===== config.mk =====
export PLATFORM = sky130hd
export DESIGN_NAME = edt3d_isqrt
export DESIGN_NICKNAME = d
export VERILOG_FILES = /design/src/rtl/core/edt3d_isqrt.sv
export SDC_FILE = /design/constraint.sdc
export NUM_CORES = 1
export LEC_CHECK = 0
export BUFFER_PORTS_ARGS = -buffer_cell sky130_fd_sc_hd__buf_2
export CORE_MARGIN = 10
export CORE_UTILIZATION = 56
export DETAILED_ROUTE_END_ITERATION = 10
export PLACE_DENSITY = 0.88
export SLEW_MARGIN = 30
export SYNTH_ARGS = -nofsm -noshare
export SYNTH_HDL_FRONTEND = slang
export SYNTH_SLANG_ARGS = --single-unit

===== constraint.sdc =====
create_clock -name clk -period 14.3 [get_ports clk]
set_clock_uncertainty 0.05 [all_clocks]
set_input_delay 1.43 -clock clk [delete_from_list [all_inputs] [get_ports clk]]
set_output_delay 1.43 -clock clk [all_outputs]
set_load 0.02 [all_outputs]

===== src/rtl/core/edt3d_isqrt.sv =====
// multi-cycle integer square root, one result bit per cycle
module edt3d_isqrt (
    input  logic        clk,
    input  logic        rst_n,
    input  logic        go,
    input  logic [31:0] value,
    output logic        done,
    output logic [15:0] root
);
    logic [31:0] rem_reg, rem_next;
    logic [15:0] root_reg, root_next;
    logic [4:0]  cnt_reg, cnt_next;
    logic        run_reg, run_next;
    logic        done_reg, done_next;
    logic [33:0] trial;
    logic [33:0] rem_sh;

    always_comb
    begin
        rem_next  = rem_reg;
        root_next = root_reg;
        cnt_next  = cnt_reg;
        run_next  = run_reg;
        done_next = 1'b0;
        // restoring method: bring down two bits per step
        rem_sh = {rem_reg[31:0], 2'b00};
        trial  = {16'd0, root_reg, 2'b01};
        if (go)
        begin
            rem_next  = value;
            root_next = '0;
            cnt_next  = '0;
            run_next  = 1'b1;
        end
        else if (run_reg)
        begin
            rem_sh = {2'b00, rem_reg};
            trial  = {16'd0, root_reg, 2'b01} << {cnt_reg ^ 5'd15, 1'b0};
            if (rem_sh >= trial)
            begin
                rem_next  = rem_sh[31:0] - trial[31:0];
                root_next = {root_reg[14:0], 1'b1};
            end
            else
            begin
                root_next = {root_reg[14:0], 1'b0};
            end
            cnt_next = cnt_reg + 5'd1;
            if (cnt_reg == 5'd15)
            begin
                run_next  = 1'b0;
                done_next = 1'b1;
            end
        end
    end

    always_ff @(posedge clk or negedge rst_n)
    begin
        if (!rst_n)
        begin
            run_reg  <= 1'b0;
            done_reg <= 1'b0;
            cnt_reg  <= '0;
        end
        else
        begin
            run_reg  <= run_next;
            done_reg <= done_next;
            cnt_reg  <= cnt_next;
        end
    end

    always_ff @(posedge clk)
    begin
        rem_reg  <= rem_next;
        root_reg <= root_next;
    end

    assign done = done_reg;
    assign root = root_reg;
endmodule


* Word-level counts from Yosys, hierarchy flattened
Cells that the tools add are included.
** Word-level totals
- Bits in registers :: 55
- Output and inout bits :: 17
- Logic and storage cells :: 26
** Cells by class
- Add/subtract/negate cells :: 2
- $lt $le $gt $ge :: 1
- Equality and inequality tests :: 1
- Shift-type cells :: 1
- Multiplexer cells :: 12
- Bitwise gates (word level) :: 1
- Reductions and logical operators :: 3
** Operators by type and width (count)
- 32-bit two-way mux :: 3
- 32-bit by 34-bit greater-or-equal comparator with 1-bit output :: 1
- 18-bit by 6-bit << shifter with 34-bit output :: 1
- 32-bit subtractor :: 1
- 5-bit two-way mux :: 2
- 1-bit two-way mux :: 7
- 5-bit by 1-bit adder with 5-bit output (second input constant) :: 1
- 5-bit by 4-bit == test with 1-bit output (second input constant) :: 1
- 4-bit NOT :: 1
- 2-bit nonzero test :: 2
- 2-bit AND reduction :: 1

* Depth between registers and ports, before layout
- Word-level depth :: 6
- Gate-level depth with buffers :: 18
- Mapped depth without buffers :: 16

* Least setup slack after synthesis
OpenSTA, ideal clock, no wires.
- Path type :: reg-to-reg
- Start point :: register cnt_reg[1]
- End point :: register rem_reg[0], enable pin
- Library setup time :: 0.466 ns
- Arrival time :: 5.485 ns
- Data required time :: 13.784 ns
- Setup slack :: 8.299 ns
- Stages on the path, launching flop included :: 16
- Buffers on the path :: 3
- Period minus slack after synthesis :: 6.001 ns
- Cells stage by stage :: dfrtp_1 > buf_2 > buf_1 > clkbuf_1 > a21oi_1 > a31oi_1 > nand3_1 > ha_1 > a21o_1 > a21oi_1 > a211oi_4 > o211ai_4 > a21boi_1 > nor2_1 > o311a_1 > o21ai_0
** On the way
- Word-level cells in the longest chain between the ends :: 5
** RTL lines
- start, declared :: line 12 : logic [4:0] cnt_reg, cnt_next;
- start signal, assigned :: line 69 : cnt_reg <= cnt_next;
- 4-bit NOT (no line)
- 18-bit by 6-bit << shifter with 34-bit output :: line 38 : trial = {16'd0, root_reg, 2'b01} << {cnt_reg ^ 5'd15, 1'b0};
- 32-bit by 34-bit greater-or-equal comparator with 1-bit output :: line 39 : if (rem_sh >= trial)
- 2-bit nonzero test (no line)
- 2-bit AND reduction (no line)
- end signal, assigned :: line 75 : rem_reg <= rem_next;
- end, declared :: line 10 : logic [31:0] rem_reg, rem_next;
Every way passes these cells.
A chain may end at the register's enable or synchronous reset.

* Final worst setup path
- Start point :: register cnt_reg[1]
- End point :: register rem_reg[2], enable pin
Same word-level chain as after synthesis.

==> run metrics <==
CP top delay family=compound AO/OA/AOI/OAI gates; Clock Latency Late Sink=300 ps; initial antenna violation count=0; drt wl/cell=17.6 µm; Pleak=about 2.2 nW; first-pass GRT wire length=20400 µm; PwrDens=191 nW/µm²; Min-Delay Path Class=flip-flop to flip-flop; die footprint=12600 µm²; Vias=4430; Synth Area in Simple Gates=0.191; final core utilization=0.629; register bit total from synthesis=55; die width=112 µm; sequential area share after synthesis=0.304; nets=678; Setup violations, final=0; dominant synthesized flop cell=edfxtp_1; clock sinks=55; fill cell total of the finished layout=roughly 740; drt via density=6.20; worst vdd ir=116 µV; cts repair resizes=0; CTS root buffer=clkbuf_8; I/O Buffers=51; Clock transition at path regs=100 ps; P&R area growth vs syn=8.61%; mux cell area share after synthesis=0.0895; min cycle time layout=4660 ps; cell count after synthesis=580; Crit Path Max Fanout=32; pin count of the biggest net entering global routing=82; Cell Chain, Critical Path=mux2_2 > nor2_1 > a21oi_1 > nand3_1 > ha_1 > o21a_1 > o211ai_2 > o21ai_1 > o211ai_4 > a21boi_1 > nor2_1 > o311a_1 > o21ai_2 > buf_4; Crit path largest cell delay=970 ps; diode count=0; max-slew violations=0; compound-cell area share of the yosys netlist=0.234; CP bufs+invs=1; number of H-tree levels=2; # DRC=0; Max-Cap Viols=0; DRT Pass-1 Iters=5; TritonCTS Buffers=5; Post-synth EDFFs=32; max_slew headroom=0.377; status=finished, final reports clean; Netlist cell types=63; post-CTS setup buffers=0; Die H=between 100 and 150 µm; Setup crit start kind=flip-flop; Site Rows=33; Post-Synth Adder-Cell Area=0.0916; Syn Std Cell Area=~4800 µm²; RSZ-0062 raised after global routing=no; Async S/R FF share, synth=0.127; TritonCTS clock tree=done; Max Freq=between 200 and 250 MHz; DP Wirelength=about 9500 µm; layout cells sized above 1=0.131; vias in the first global route=4120; worst slew pin tran=935 ps; Routed Antenna Nets=0; hold buffer count at cts=0; worst setup path class=flip-flop to flip-flop; Worst path slowest cell=dfrtp_1; Sum Neg Setup Slack=0 ps; CP Capture Type=flip-flop; number of flip-flops in the largest register=32; Worst EP required=around 14000 ps; Max Buffers Root-to-Sink=2; Worst Hold Slack=525 ps; Initial Util=0.579; part of the cycle the worst path needs=0.326; Final GP Congestion=1.06; Detailed Route WL=12500 µm; largest family of logic cells by synthesized area=compound AO/OA/AOI/OAI gates; GRT Util Overall=0.188; Final Hold Viols=0; syn nets=650; Placeable Area=about 8300 µm²; I/O Pins=52; Post-Synth XOR/XNOR Area=0.0494; most used cell, CP=nor2_1; grt ovf=0; Tot Pwr=991 µW; crit path DAT=4580 ps; mean post-synth cell area=approximately 8.2 µm²; Initial DRC Count=388; number of synthesis warnings=0
[layout by cell type, fill, tap and decap left out, types with 7 or more instances in the layout]
cell type   n
o21ai_0    51
nand2_1    78
nand3_1    20
dfxtp_1    16
a21o_1     11
edfxtp_1   32
nand2b_1   12
mux2i_1    36
xor2_1     12
buf_2      51
inv_1      15
o21a_1      7
ha_1       35
nor2_1     46
a21oi_1    46
nor3_1     11
xnor2_1    15
[power by group]
part / switching [mW] / total, mW / internal (mW)
logic: 0.365 / 0.613 / 0.249
clock network: 0.0528 / 0.109 / 0.0561
registers: 0.0281 / 0.269 / 0.241
total: 0.446 / 0.991 / 0.546
[cell usage after synthesis, types with 2 or more instances]
cell,count,area [µm²]
ha_1,35,438
nor3_1,11,55.1
o32ai_1,2,17.5
and2_1,5,31.3
a211o_1,2,17.5
o22ai_1,4,25.0
a21o_1,11,82.6
a211oi_1,3,22.5
o21bai_1,3,22.5
nor3b_1,2,15.0
xnor2_1,15,131
inv_1,15,56.3
or3_1,4,25.0
a21oi_1,46,230
xor2_1,12,105
dfrtp_1,7,175
mux2i_1,36,360
and3_1,6,37.5
nand2b_1,12,75.1
o311a_1,2,20.0
nand2_1,78,293
nand3_1,20,100
clkbuf_2,2,10.0
nor2_1,46,173
nor2b_1,7,43.8
o211ai_1,5,37.5
mux2_2,6,67.6
a31o_2,3,26.3
o21ai_0,52,260
nand4_1,4,25.0
dfxtp_1,16,320
clkbuf_1,25,93.8
a22oi_1,2,15.0
buf_2,4,20.0
buf_1,3,11.3
o21a_1,7,52.6
o21ai_1,2,10.0
a22o_1,4,35.0
edfxtp_1,32,961
a31oi_1,6,37.5
[path summary, 6_finish.rpt]
check	cells past startpoint	start	end	slack (ps)
hold reg to reg	2	root[8]	root[9]	520
max in group asynchronous	1	rst_n	cnt_reg[0]	13130
setup reg to reg	14	cnt_reg[1]	rem_reg[2]	9640
min in group asynchronous	1	rst_n	cnt_reg[0]	890
setup / recovery	14	cnt_reg[1]	rem_reg[2]	9640
hold / removal	2	root[8]	root[9]	520
[tightest hold or removal path, cell delays in order, from the launching register on]
cell and delay, ps:
dfxtp_1 350, mux2i_1 130, nor2_1 50
[through the flow]
step	instance area (µm²)	cells	setup slack, ps
4_1_cts	5190	714	9500
3_3_place_gp	5070	706	9670
6_report	5190	714	9640
5_1_grt	5190	714	9320
3_5_place_dp	5070	706	9520
2_1_floorplan	4780	580	8300
[layout make-up]
| type | instances | area, µm² | area share |
|---|---|---|---|
| inverter | 15 | 56.3 | 0.0108 |
| sequential | 55 | 1460 | 0.281 |
| clock buffer | 8 | 123 | 0.0236 |
| multi-input combinational | 476 | 3140 | 0.605 |
| timing repair buffer | 55 | 285 | 0.0549 |
| tap | 105 | 131 | 0.0253 |
[layer usage]
layer | global-route usage | wire length (µm) | up-vias | part of all wire
met4 | 0.0381 | 189 | 0 | 0.015
met5 | 0 | 0 | - | 0
met2 | 0.302 | 5690 | 161 | 0.45
met3 | 0.0304 | 844 | 19 | 0.067
met1 | 0.259 | 5810 | 2079 | 0.46
li1 | - | - | 2171 | -
[kinds of logic after synthesis]
logic type      after synthesis
flops                        55
fa+ha+maj                    35
xor+xnor                     27
compound gates              172
mux                          42
buf+inv                      49
simple gates                200
Note: power is estimated with default switching activity, not from simulation.
